[src/gmr_pkg.sv]
// Shared types and codes for the grid maze shortest-path router.
// Used by the controller, the datapath and the top level.
package gmr_pkg;

  localparam logic ACT_LOAD  = 1'b0;
  localparam logic ACT_FETCH = 1'b1;

  localparam logic KIND_STATUS = 1'b0;
  localparam logic KIND_STEP   = 1'b1;

  localparam int CFG_IDX_W  = 3;
  localparam int CFG_DATA_W = 6;
  localparam logic [CFG_IDX_W-1:0] CFG_GRID_ROWS = 3'd0;
  localparam logic [CFG_IDX_W-1:0] CFG_GRID_COLS = 3'd1;
  localparam logic [CFG_IDX_W-1:0] CFG_START_ROW = 3'd2;
  localparam logic [CFG_IDX_W-1:0] CFG_START_COL = 3'd3;
  localparam logic [CFG_IDX_W-1:0] CFG_END_ROW   = 3'd4;
  localparam logic [CFG_IDX_W-1:0] CFG_END_COL   = 3'd5;

  localparam int LEN_W   = 11;
  localparam int COORD_W = 5;

  localparam logic [1:0] DIR_UP    = 2'd0;
  localparam logic [1:0] DIR_DOWN  = 2'd1;
  localparam logic [1:0] DIR_RIGHT = 2'd2;
  localparam logic [1:0] DIR_LEFT  = 2'd3;

  localparam logic [3:0] OP_NONE     = 4'd0;
  localparam logic [3:0] OP_LOAD     = 4'd1;
  localparam logic [3:0] OP_FETCH    = 4'd2;
  localparam logic [3:0] OP_INIT     = 4'd3;
  localparam logic [3:0] OP_CHK_S    = 4'd4;
  localparam logic [3:0] OP_SEED     = 4'd5;
  localparam logic [3:0] OP_POP      = 4'd6;
  localparam logic [3:0] OP_CUR      = 4'd7;
  localparam logic [3:0] OP_PROBE    = 4'd8;
  localparam logic [3:0] OP_VISIT    = 4'd9;
  localparam logic [3:0] OP_TB_INIT  = 4'd10;
  localparam logic [3:0] OP_TB_CHECK = 4'd11;
  localparam logic [3:0] OP_TB_DONE  = 4'd12;
  localparam logic [3:0] OP_EMIT_ST  = 4'd13;
  localparam logic [3:0] OP_EMIT_STP = 4'd14;

  typedef struct packed {
    logic [3:0] op;
    logic [1:0] dir;
  } cmd_t;

  typedef struct packed {
    logic load_last;
    logic range_ok;
    logic wall_rd;
    logic reached;
    logic queue_empty;
    logic tb_match;
    logic tb_last;
    logic e_at_start;
    logic out_free;
  } sts_t;

endpackage

[src/gmr_ctrl.sv]
// Controller of the maze router: sequences loads, fetches, search and traceback.
// Depends on gmr_pkg for command and status types.
module gmr_ctrl (
  input  logic          clk,
  input  logic          rst,
  input  logic          in_valid,
  input  logic          in_action,
  output logic          in_ready,
  input  gmr_pkg::sts_t sts,
  output gmr_pkg::cmd_t cmd
);

  localparam logic [3:0] C_IDLE     = 4'd0;
  localparam logic [3:0] C_FETCH    = 4'd1;
  localparam logic [3:0] C_INIT     = 4'd2;
  localparam logic [3:0] C_CHK_S    = 4'd3;
  localparam logic [3:0] C_CHK_E    = 4'd4;
  localparam logic [3:0] C_POP      = 4'd5;
  localparam logic [3:0] C_CUR      = 4'd6;
  localparam logic [3:0] C_PROBE    = 4'd7;
  localparam logic [3:0] C_VISIT    = 4'd8;
  localparam logic [3:0] C_TB_INIT  = 4'd9;
  localparam logic [3:0] C_TB_PROBE = 4'd10;
  localparam logic [3:0] C_TB_CHECK = 4'd11;
  localparam logic [3:0] C_TB_DONE  = 4'd12;
  localparam logic [3:0] C_STATUS   = 4'd13;

  logic [3:0] state, state_next;
  logic [1:0] dir, dir_next;

  assign in_ready = (state == C_IDLE);

  always_comb begin
    state_next = state;
    dir_next   = dir;
    cmd.op     = gmr_pkg::OP_NONE;
    cmd.dir    = dir;
    case (state)
      C_IDLE: begin
        if (in_valid) begin
          if (in_action == gmr_pkg::ACT_LOAD) begin
            cmd.op = gmr_pkg::OP_LOAD;
            if (sts.load_last) state_next = C_INIT;
          end else begin
            cmd.op     = gmr_pkg::OP_FETCH;
            state_next = C_FETCH;
          end
        end
      end
      C_FETCH: begin
        if (sts.out_free) begin
          cmd.op     = gmr_pkg::OP_EMIT_STP;
          state_next = C_IDLE;
        end
      end
      C_INIT: begin
        cmd.op     = gmr_pkg::OP_INIT;
        state_next = sts.range_ok ? C_CHK_S : C_STATUS;
      end
      C_CHK_S: begin
        cmd.op     = gmr_pkg::OP_CHK_S;
        state_next = sts.wall_rd ? C_STATUS : C_CHK_E;
      end
      C_CHK_E: begin
        cmd.op     = gmr_pkg::OP_SEED;
        state_next = sts.wall_rd ? C_STATUS : C_POP;
      end
      C_POP: begin
        if (sts.reached) begin
          state_next = C_TB_INIT;
        end else if (sts.queue_empty) begin
          state_next = C_STATUS;
        end else begin
          cmd.op     = gmr_pkg::OP_POP;
          state_next = C_CUR;
        end
      end
      C_CUR: begin
        cmd.op     = gmr_pkg::OP_CUR;
        dir_next   = gmr_pkg::DIR_UP;
        state_next = C_PROBE;
      end
      C_PROBE: begin
        cmd.op     = gmr_pkg::OP_PROBE;
        state_next = C_VISIT;
      end
      C_VISIT: begin
        cmd.op = gmr_pkg::OP_VISIT;
        if (dir == gmr_pkg::DIR_LEFT) begin
          state_next = C_POP;
        end else begin
          dir_next   = dir + 2'd1;
          state_next = C_PROBE;
        end
      end
      C_TB_INIT: begin
        cmd.op     = gmr_pkg::OP_TB_INIT;
        dir_next   = gmr_pkg::DIR_UP;
        state_next = sts.e_at_start ? C_TB_DONE : C_TB_PROBE;
      end
      C_TB_PROBE: begin
        cmd.op     = gmr_pkg::OP_PROBE;
        state_next = C_TB_CHECK;
      end
      C_TB_CHECK: begin
        cmd.op = gmr_pkg::OP_TB_CHECK;
        if (sts.tb_match || dir == gmr_pkg::DIR_LEFT) begin
          dir_next   = gmr_pkg::DIR_UP;
          state_next = sts.tb_last ? C_TB_DONE : C_TB_PROBE;
        end else begin
          dir_next   = dir + 2'd1;
          state_next = C_TB_PROBE;
        end
      end
      C_TB_DONE: begin
        cmd.op     = gmr_pkg::OP_TB_DONE;
        state_next = C_STATUS;
      end
      C_STATUS: begin
        if (sts.out_free) begin
          cmd.op     = gmr_pkg::OP_EMIT_ST;
          state_next = C_IDLE;
        end
      end
      default: begin
        state_next = C_IDLE;
      end
    endcase
  end

  always_ff @(posedge clk) begin
    if (rst) begin
      state <= C_IDLE;
      dir   <= gmr_pkg::DIR_UP;
    end else begin
      state <= state_next;
      dir   <= dir_next;
    end
  end

endmodule

[config.mk]
export PLATFORM = sky130hd
export DESIGN_NAME = gmr_ctrl
export DESIGN_NICKNAME = d
export VERILOG_FILES = /design/src/gmr_pkg.sv /design/src/gmr_ctrl.sv
export SDC_FILE = /design/constraint.sdc
export NUM_CORES = 1
export LEC_CHECK = 0
export BUFFER_PORTS_ARGS = -buffer_cell sky130_fd_sc_hd__buf_2
export CAP_MARGIN = 20
export CORE_MARGIN = 3
export CORE_UTILIZATION = 50
export DETAILED_ROUTE_END_ITERATION = 8
export PLACE_DENSITY = 0.77
export RECOVER_POWER = 25
export SLEW_MARGIN = 20
export SYNTH_ARGS = -nofsm -noshare
export SYNTH_HDL_FRONTEND = slang
export SYNTH_SLANG_ARGS = --single-unit
[constraint.sdc]
create_clock -name clk -period 2.7 [get_ports clk]
set_input_delay 0.135 -clock clk [delete_from_list [all_inputs] [get_ports clk]]
set_output_delay 0.135 -clock clk [all_outputs]
set_load 0.03 [all_outputs]
# Word-level counts from Yosys, hierarchy flattened
# Cells that the tools add are included.
dict set report totals {
  ff_bits 6
  out_inout_bits 7
  inputBits 13
  elab_cells 53
}
dict set report op_classes {
  muxes 24
  n_eq_ne 18
  n_addsub 1
  n_reduce_logical 8
}
# operator count
set ops {}
lappend ops {{4-bit case mux with 13 select lines} 2}
lappend ops {{4-bit 2-to-1 mux} 11}
lappend ops {{4-bit equality test (second input constant)} 6}
lappend ops {{4-bit by 3-bit equality test with 1-bit output (second input constant)} 4}
lappend ops {{3-bit 2-to-1 mux} 5}
lappend ops {{2-bit 2-to-1 mux} 5}
lappend ops {{4-bit by 2-bit equality test with 1-bit output (second input constant)} 2}
lappend ops {{2-bit case mux with 3 select lines} 1}
lappend ops {{2-bit OR reduction} 3}
lappend ops {{4-bit by 1-bit equality test with 1-bit output (second input constant)} 1}
lappend ops {{4-bit zero test} 1}
lappend ops {{2-bit != test (second input constant)} 2}
lappend ops {{3-bit by 2-bit != test with 1-bit output (second input constant)} 1}
lappend ops {{3-bit AND reduction} 1}
lappend ops {{3-bit nonzero test} 1}
lappend ops {{2-bit by 1-bit adder with 2-bit output (second input constant)} 1}
lappend ops {{2-bit equality test (second input constant)} 1}
lappend ops {{2-bit by 1-bit != test with 1-bit output (second input constant)} 1}
lappend ops {{2-bit AND reduction} 1}
lappend ops {{1-bit logical OR} 1}

# Depth between registers and ports, before layout
# Gate-level depths: netlist of run 1.
dict set report logic_depth {
  ltp_word 4
  depth_mapped 6
  mapped_depth_nobuf 5
}

# Worst setup path before layout of run 1
# Ideal clock, no wire load.
dict set report synth_path {
  path_kind {reg2out}
  startpoint {reg state[1]}
  endpoint {out in_ready}
  path_buffers 3
  arrival_ns 1.781
  path_slack_ns 0.784
  stages_incl_launch_ff 5
  required_ns 2.565
  path_cell_list {dfxtp_1 buf_2 buf_2 buf_1 nor4_1}
}
dict set report synth_via {
  elab_chain_cells 1
}
# item line_no
set synth_rtl {}
lappend synth_rtl {{start: declaration} gmr_ctrl.sv:28} ;# logic [3:0] state, state_next;
lappend synth_rtl {{start signal: assignment} gmr_ctrl.sv:136} ;# state <= state_next;
lappend synth_rtl {{4-bit zero test} gmr_ctrl.sv:31} ;# assign in_ready = (state == C_IDLE);
lappend synth_rtl {{end: declaration} gmr_ctrl.sv:8} ;# output logic in_ready,
# No other way between the ends.

==> impl_table.tex, run 1 <==
\begin{tabular}{lr}
\hline
Metric & Value \\
\hline
\multicolumn{2}{l}{\textbf{Die}} \\
Std-Cell Core Area & 1200 µm² \\
Number of top-level design ports & 20 \\
Chip height & 43.2 µm \\
Starting density of the core & 0.576 \\
Width of the chip & 43.2 µm \\
Core Rows & 12 \\
Die area & 1870 µm² \\
\multicolumn{2}{l}{\textbf{Layout}} \\
Area of all placed cells without fillers & 788 µm² \\
Most frequent cells in the layout & 17 x sky130\_fd\_sc\_hd\_\_buf\_2, 11 x sky130\_fd\_sc\_hd\_\_nor2\_1, 9 x sky130\_fd\_sc\_hd\_\_o21ai\_0 \\
Ant diodes & 0 \\
Number of nets in the layout & 134 \\
Most common cell after layout, fill and taps aside & sky130\_fd\_sc\_hd\_\_buf\_2 \\
Area growth from synthesis to layout & 13.9\% \\
Post-route non-filler standard cell count & 132 \\
Finished Core Util & 0.656 \\
Share of cells above drive strength 1 & 0.178 \\
\multicolumn{2}{l}{\textbf{Timing}} \\
Unrepaired setup endpoints after global routing & false \\
Final number of hold-violating endpoints & 0 \\
Achievable clock frequency & 483 MHz \\
Number of pins with negative max-slew slack in the final report & 0 \\
Slew @ Worst Pin & 0.655 ns \\
Final worst clock skew & 0.00129 ns \\
Final setup violation count & 0 \\
Fin worst setup slack & 0.630 ns \\
Total Neg Setup Slack & 0 ns \\
Clock period minus final worst setup slack & 2.07 ns \\
Final critical-path share of the clock period & 0.767 \\
Normalized max-slew margin & 0.563 \\
\multicolumn{2}{l}{\textbf{Synthesis}} \\
Part of the Yosys area used for sequential elements & 0.174 \\
Number of enable-type register cells in the synthesized netlist & 0 \\
Syn avg cell area & 6.65 µm² \\
Post-synth top flop & sky130\_fd\_sc\_hd\_\_dfxtp\_1 \\
Syn Nets & 118 \\
Proportion of register bits with asynchronous set or reset after synthesis & 0 \\
YS warnings & 0 \\
Synth Cell Area & 692 µm² \\
Distinct cell type count of the synthesized netlist & 36 \\
Register bit total from synthesis & 6 \\
Instance count of the mapped netlist & 104 \\
\multicolumn{2}{l}{\textbf{Global routing}} \\
First-pass GRT wire length & 2.97 mm \\
Largest net degree at the start of global routing & 23 \\
Overflow left after global routing & 0 \\
Number of antenna violations at the first check in global routing & 0 \\
Number of global-route vias before repair & 679 \\
Overall fraction of global-route tracks in use & 0.203 \\
\multicolumn{2}{l}{\textbf{Clocking}} \\
Count of H-tree levels built during CTS & 1 \\
CTS tree & yes \\
Total setup buffers inserted after CTS & 0 \\
Hold-fix buffers, CTS & 0 \\
Cell at the root of the clock tree & sky130\_fd\_sc\_hd\_\_clkbuf\_4 \\
Number of sinks on the clock net & 6 \\
Buffer depth of the longest clock path & 2 \\
Clock slew at reported path FFs & 0.04 ns \\
Clock network latency to the later pin of the worst-skew pair & 0.24 ns \\
CTS resizes & 0 \\
Number of buffers inserted during clock tree synthesis & 3 \\
\multicolumn{2}{l}{\textbf{Placement}} \\
Placed wire-length estimate & 1.32 mm \\
Placed cell count & 129 \\
\# port buffers & 19 \\
Post-placement setup slack & 0.910 ns \\
Placed instance area & 772 µm² \\
Placer's final routability congestion estimate & 0.857 \\
\multicolumn{2}{l}{\textbf{Status}} \\
Result of the run & finished clean \\
\multicolumn{2}{l}{\textbf{Setup path}} \\
Cell Chain, Critical Path & or4b\_1, a21oi\_1, o21ai\_0, nand2\_1, buf\_2 \\
CP peak stage delay & 0.63 ns \\
Crit path kind & reg2out \\
Depth of the worst register-to-register path & 5 \\
Critical path peak fanout & 22 \\
Cell with the biggest individual delay on the critical path & sky130\_fd\_sc\_hd\_\_or4b\_1 \\
Required time at the worst-slack endpoint & 2.57 ns \\
Critical path endpoint category & output port \\
Startpoint type of the worst setup path & register \\
Critical Path AT & 1.93 ns \\
\multicolumn{2}{l}{\textbf{Routing}} \\
Routed wire length per instance & 13.3 µm \\
Count of antenna-violating nets left after detailed routing & 0 \\
Mean number of vias per cell & 6.04 \\
Number of detailed-route iterations in the first pass & 4 \\
Via count & 797 \\
Post-route DRC violation count & 0 \\
Routed wire length & 1.76 mm \\
DRC marker count from the first detailed-route iteration & 36 \\
\multicolumn{2}{l}{\textbf{Worst hold path}} \\
Type of the worst min-delay path & in2reg \\
Hold Path Stages & 2 \\
\multicolumn{2}{l}{\textbf{Power}} \\
Ratio of total power to cell area & 1050 nW/µm² \\
Cell leakage power & 0.337 nW \\
Peak supply drop & 0.559 mV \\
\multicolumn{2}{l}{\textbf{Job}} \\
Max\_cap viols & 0 \\
\hline
\end{tabular}
[metal layers]
| metal | routed length, µm | GRT usage | share of wire | vias up |
|---|---|---|---|---|
| met5 | 0 | 0 | 0 | - |
| met3 | 113 | 0.0508 | 0.064 | 0 |
| met4 | 0 | 0.0361 | 0 | 0 |
| met1 | 818 | 0.288 | 0.46 | 359 |
| met2 | 827 | 0.310 | 0.47 | 25 |
| li1 | - | - | - | 413 |
[Yosys cell counts (2+ instances only)]
cell type                  number  area share
sky130_fd_sc_hd__a211o_1        2       0.025
sky130_fd_sc_hd__a21oi_1        7       0.051
sky130_fd_sc_hd__a22oi_1        2       0.022
sky130_fd_sc_hd__a31oi_1        3       0.027
sky130_fd_sc_hd__and2_1         2       0.018
sky130_fd_sc_hd__buf_1          3       0.016
sky130_fd_sc_hd__buf_2          5       0.036
sky130_fd_sc_hd__dfxtp_1        6        0.17
sky130_fd_sc_hd__inv_1          3       0.016
sky130_fd_sc_hd__nand2_1        8       0.043
sky130_fd_sc_hd__nand2b_1       5       0.045
sky130_fd_sc_hd__nand3_1        2       0.014
sky130_fd_sc_hd__nor2_1        11       0.060
sky130_fd_sc_hd__nor2b_1        3       0.027
sky130_fd_sc_hd__nor3_1         5       0.036
sky130_fd_sc_hd__nor4_1         3       0.027
sky130_fd_sc_hd__o211ai_1       2       0.022
sky130_fd_sc_hd__o21ai_0        9       0.065
sky130_fd_sc_hd__o21bai_1       2       0.022
sky130_fd_sc_hd__o221ai_1       3       0.038
sky130_fd_sc_hd__o22ai_1        2       0.018
sky130_fd_sc_hd__xor2_1         2       0.025
[flip-flops by register name, indices dropped and copies added, names as in the netlist]
name,cells
state,4
dir,2
[kinds of logic after synthesis]
kind of cell	synth area share
multiplexers	0.0145
XOR/XNOR	0.0253
adder cells (fa/ha/maj)	0.0181
AO/OA/AOI/OAI	0.325
flip-flops	0.174
buffers and inverters	0.0850
AND/OR/NAND/NOR	0.358
[metrics by stage]
step           total power [W]  hold slack (ns)
5_1_grt               0.000895            0.130
2_1_floorplan         0.000623            0.204
3_5_place_dp          0.000750            0.372
3_3_place_gp          0.000741            0.368
4_1_cts               0.000835            0.116
6_report              0.000825            0.121
[path summary, 6_finish.rpt]
check,to,slack [ns],start
setup / recovery,cmd[3],0.63,state[3]
hold / removal,state[2],0.12,rst
setup reg to reg,state[1],0.84,state[2]
hold reg to reg,dir[1],0.53,dir[1]
[worst max-delay path, delay by kind of cell, from the launching register on]
| family | cells | cell delay, ns |
|---|---|---|
| and+or+nand+nor | 2 | 0.73 |
| buffers and inverters | 1 | 0.19 |
| DFF | 1 | 0.51 |
| AOI/OAI and AO/OA | 2 | 0.26 |
[final cells by class]
| cell class | instances | area, µm² |
|---|---|---|
| Inverter | 3 | 11.3 |
| Tap cell | 14 | 17.5 |
| Sequential cell | 6 | 120 |
| Multi-Input combinational cell | 85 | 513 |
| Clock buffer | 3 | 22.5 |
| Fill cell | 117 | 413 |
| Timing Repair Buffer | 21 | 104 |
[report_power, final]
part | leakage [nW] | switching [W] | total [W] | internal, W
clock | 0.0138 | 0.0000317 | 0.0000819 | 0.0000502
sequential | 0.0489 | 0.0000851 | 0.000200 | 0.000115
combinational | 0.274 | 0.000341 | 0.000543 | 0.000202
(Power assumes the default switching activity.)
==> run 2, diff against run 1 <==
==> constraint.sdc (replaced) <==
create_clock -name clk -period 2 [get_ports clk]
set_input_delay 0.1 -clock clk [delete_from_list [all_inputs] [get_ports clk]]
set_output_delay 0.1 -clock clk [all_outputs]
set_load 0.03 [all_outputs]
==> impl_table.tex, run 2 (synthesis results as in run 1) <==
\begin{tabular}{lr}
\hline
Metric & Value \\
\hline
\multicolumn{2}{l}{\textbf{Layout}} \\
Most common cell after layout, fill and taps aside & sky130\_fd\_sc\_hd\_\_buf\_2 \\
Largest registers & state (4), dir (2) \\
Area used by multi-input combinational logic & 513 µm² (unchanged) \\
Most frequent cells in the layout & 17 x sky130\_fd\_sc\_hd\_\_buf\_2, 11 x sky130\_fd\_sc\_hd\_\_nor2\_1, 9 x sky130\_fd\_sc\_hd\_\_o21ai\_0 \\
Area growth from synthesis to layout & 17.7\% \\
Max reg flops & 4 (unchanged) \\
Biggest register & state \\
Number of nets in the layout & 137 (+2.2\%) \\
Area used by sequential logic in the layout & 120 µm² (unchanged) \\
Share of cells above drive strength 1 & 0.207 (+0.0286) \\
Number of filler instances in the final layout & 130 (+11\%) \\
Ant diodes & 0 (unchanged) \\
\multicolumn{2}{l}{\textbf{Timing}} \\
Clock period minus final worst setup slack & 1.88 ns \\
Unrepaired setup endpoints after global routing & false \\
Total Neg Setup Slack & 0 ns (unchanged) \\
Final worst clock skew & 0.00586 ns (+0.00457 ns) \\
Final number of hold-violating endpoints & 0 (unchanged) \\
Normalized max-slew margin & 0.650 (+0.0878) \\
Final setup violation count & 0 (unchanged) \\
Number of pins with negative max-slew slack in the final report & 0 (unchanged) \\
Achievable clock frequency & 533 MHz \\
Final critical-path share of the clock period & 0.938 \\
Slew @ Worst Pin & 0.524 ns (-0.131 ns) \\
\multicolumn{2}{l}{\textbf{Die}} \\
Width of the chip & 43.2 µm (unchanged) \\
Die area & 1870 µm² (unchanged) \\
Starting density of the core & 0.576 (unchanged) \\
Std-Cell Core Area & 1200 µm² (unchanged) \\
Core Rows & 12 (unchanged) \\
Chip height & 43.2 µm (unchanged) \\
Number of top-level design ports & 20 (unchanged) \\
\multicolumn{2}{l}{\textbf{Worst hold path}} \\
Hold Crit Endpoint & state[3] \\
Start point of the worst hold path & rst \\
Hold Path Stages & 2 (unchanged) \\
Type of the worst min-delay path & in2reg \\
\multicolumn{2}{l}{\textbf{Setup path}} \\
Startpoint of the worst-slack reg-to-reg timing path & state[3] \\
Startpoint of the most critical setup path & state[3] \\
Depth of the critical timing path with buffers and inverters included & 5 (unchanged) \\
Cell Chain, Critical Path & or4b\_1, a21oi\_1, o21ai\_0, nand2\_1, buf\_2 \\
Destination of the worst register-to-register timing path & state[1] \\
Crit path kind & reg2out \\
Cell class contributing the biggest share of worst-path delay & simple AND/OR/NAND/NOR gates \\
Startpoint type of the worst setup path & register \\
Cell with the biggest individual delay on the critical path & sky130\_fd\_sc\_hd\_\_or4b\_1 \\
Reg-to-reg setup timing slack & 0.38 ns (-0.46 ns) \\
Critical Path AT & 1.78 ns (-0.15 ns) \\
Critical path buffers and inverters & 1 (unchanged) \\
Critical path peak fanout & 13 (-41\%) \\
Critical path endpoint category & output port \\
CP peak stage delay & 0.60 ns (-0.03 ns) \\
Required time at the worst-slack endpoint & 1.90 ns (-0.67 ns) \\
Depth of the worst register-to-register path & 4 (-1) \\
\multicolumn{2}{l}{\textbf{Clocking}} \\
Number of sinks on the clock net & 6 (unchanged) \\
CTS tree & yes \\
CTS resizes & 0 (unchanged) \\
Cell at the root of the clock tree & sky130\_fd\_sc\_hd\_\_clkbuf\_4 \\
Total setup buffers inserted after CTS & 0 (unchanged) \\
Clock network latency to the later pin of the worst-skew pair & 0.25 ns (about the same) \\
Number of buffers inserted during clock tree synthesis & 3 (unchanged) \\
Count of H-tree levels built during CTS & 1 (unchanged) \\
Buffer depth of the longest clock path & 2 (unchanged) \\
Clock slew at reported path FFs & 0.04 ns (about the same) \\
Hold-fix buffers, CTS & 0 (unchanged) \\
\multicolumn{2}{l}{\textbf{Global routing}} \\
Overflow left after global routing & 0 (unchanged) \\
Largest net degree at the start of global routing & 28 (+22\%) \\
Overall fraction of global-route tracks in use & 0.223 (+0.0195) \\
Number of global-route vias before repair & 721 (+6.2\%) \\
First-pass GRT wire length & 3.25 mm (+9.5\%) \\
Number of antenna violations at the first check in global routing & 0 (unchanged) \\
\multicolumn{2}{l}{\textbf{Power}} \\
Overall power & 0.00116 W (+40\%) \\
Ratio of total power to cell area & 1420 nW/µm² (+36\%) \\
Peak supply drop & 0.758 mV (+36\%) \\
Cell leakage power & 0.357 nW (+6.0\%) \\
\multicolumn{2}{l}{\textbf{Routing}} \\
Routed wire length per instance & 13.9 µm (+4.0\%) \\
DRC marker count from the first detailed-route iteration & 22 (-39\%) \\
Post-route DRC violation count & 0 (unchanged) \\
Routed wire length & 1.87 mm (+6.4\%) \\
Number of detailed-route iterations in the first pass & 4 (unchanged) \\
Count of antenna-violating nets left after detailed routing & 0 (unchanged) \\
Mean number of vias per cell & 6.02 (-0.26\%) \\
Via count & 813 (+2.0\%) \\
\multicolumn{2}{l}{\textbf{Placement}} \\
\# port buffers & 19 (unchanged) \\
Placer's final routability congestion estimate & 0.889 (+3.8\%) \\
Placed wire-length estimate & 1.40 mm (+6.2\%) \\
\multicolumn{2}{l}{\textbf{Job}} \\
Max\_cap viols & 0 (unchanged) \\
\multicolumn{2}{l}{\textbf{Status}} \\
Result of the run & finished clean \\
\hline
\end{tabular}
==> run 2: cell count changes in the layout (fill, tap and decap cells not counted), sizes merged <==
cell / change
clkbuf: -1
buf: +4
==> run 2: worst max-delay path by stage <==
| stage | endpoint | slack, ns |
|---|---|---|
| CTS | cmd[3] | 0.13 |
| global route | cmd[4] | 0.002 |
| finish | cmd[3] | 0.12 |
| detailed placement | cmd[3] | 0.40 |
| floorplan | in_ready | 0.12 |
| global placement | cmd[3] | 0.40 |
==> run 2: cell type report <==
cell class                      instances  share of cell area
Timing Repair Buffer                   24               0.160
Multi-Input combinational cell         85               0.630
Clock buffer                            3              0.0276
Inverter                                3              0.0138
Tap cell                               14              0.0215
Sequential cell                         6               0.147
==> run 2: worst reg2reg max path: cells and delay by family, from the launching register on <==
| family | cells | cell delay, ns |
|---|---|---|
| compound gates | 2 | 0.35 |
| flops | 1 | 0.42 |
| simple gates | 2 | 0.80 |
==> run 2: through the flow <==
step / instances / cell area [µm²] / hold WS, ns / utilization / worst slack (ns)
detailed placement: 132 / 795 / 0.345 / 0.661 / 0.405
global route: 135 / 815 / 0.0928 / 0.678 / 0.00168
global placement: 132 / 795 / 0.340 / 0.661 / 0.400
floorplan: 104 / 692 / 0.169 / - / 0.119
CTS: 135 / 817 / 0.0874 / 0.680 / 0.130
finish: 135 / 815 / 0.0932 / 0.678 / 0.124
==> run 2: power breakdown <==
part	switching (W)	internal [W]	leakage, nW
clock network	0.0000468	0.0000681	0.0138
registers	0.0000785	0.000155	0.0489
logic	0.000505	0.000304	0.294
total	0.000630	0.000527	0.357
==> run 2: per-layer routing <==
metal  global-route usage  wire length [µm]  vias to the layer above
li1                     -                 -                      419
met1                0.340               924                      367
met2                0.324               861                       27
met3               0.0381                86                        0
met4               0.0361                 0                        0
met5                    0                 0                        -
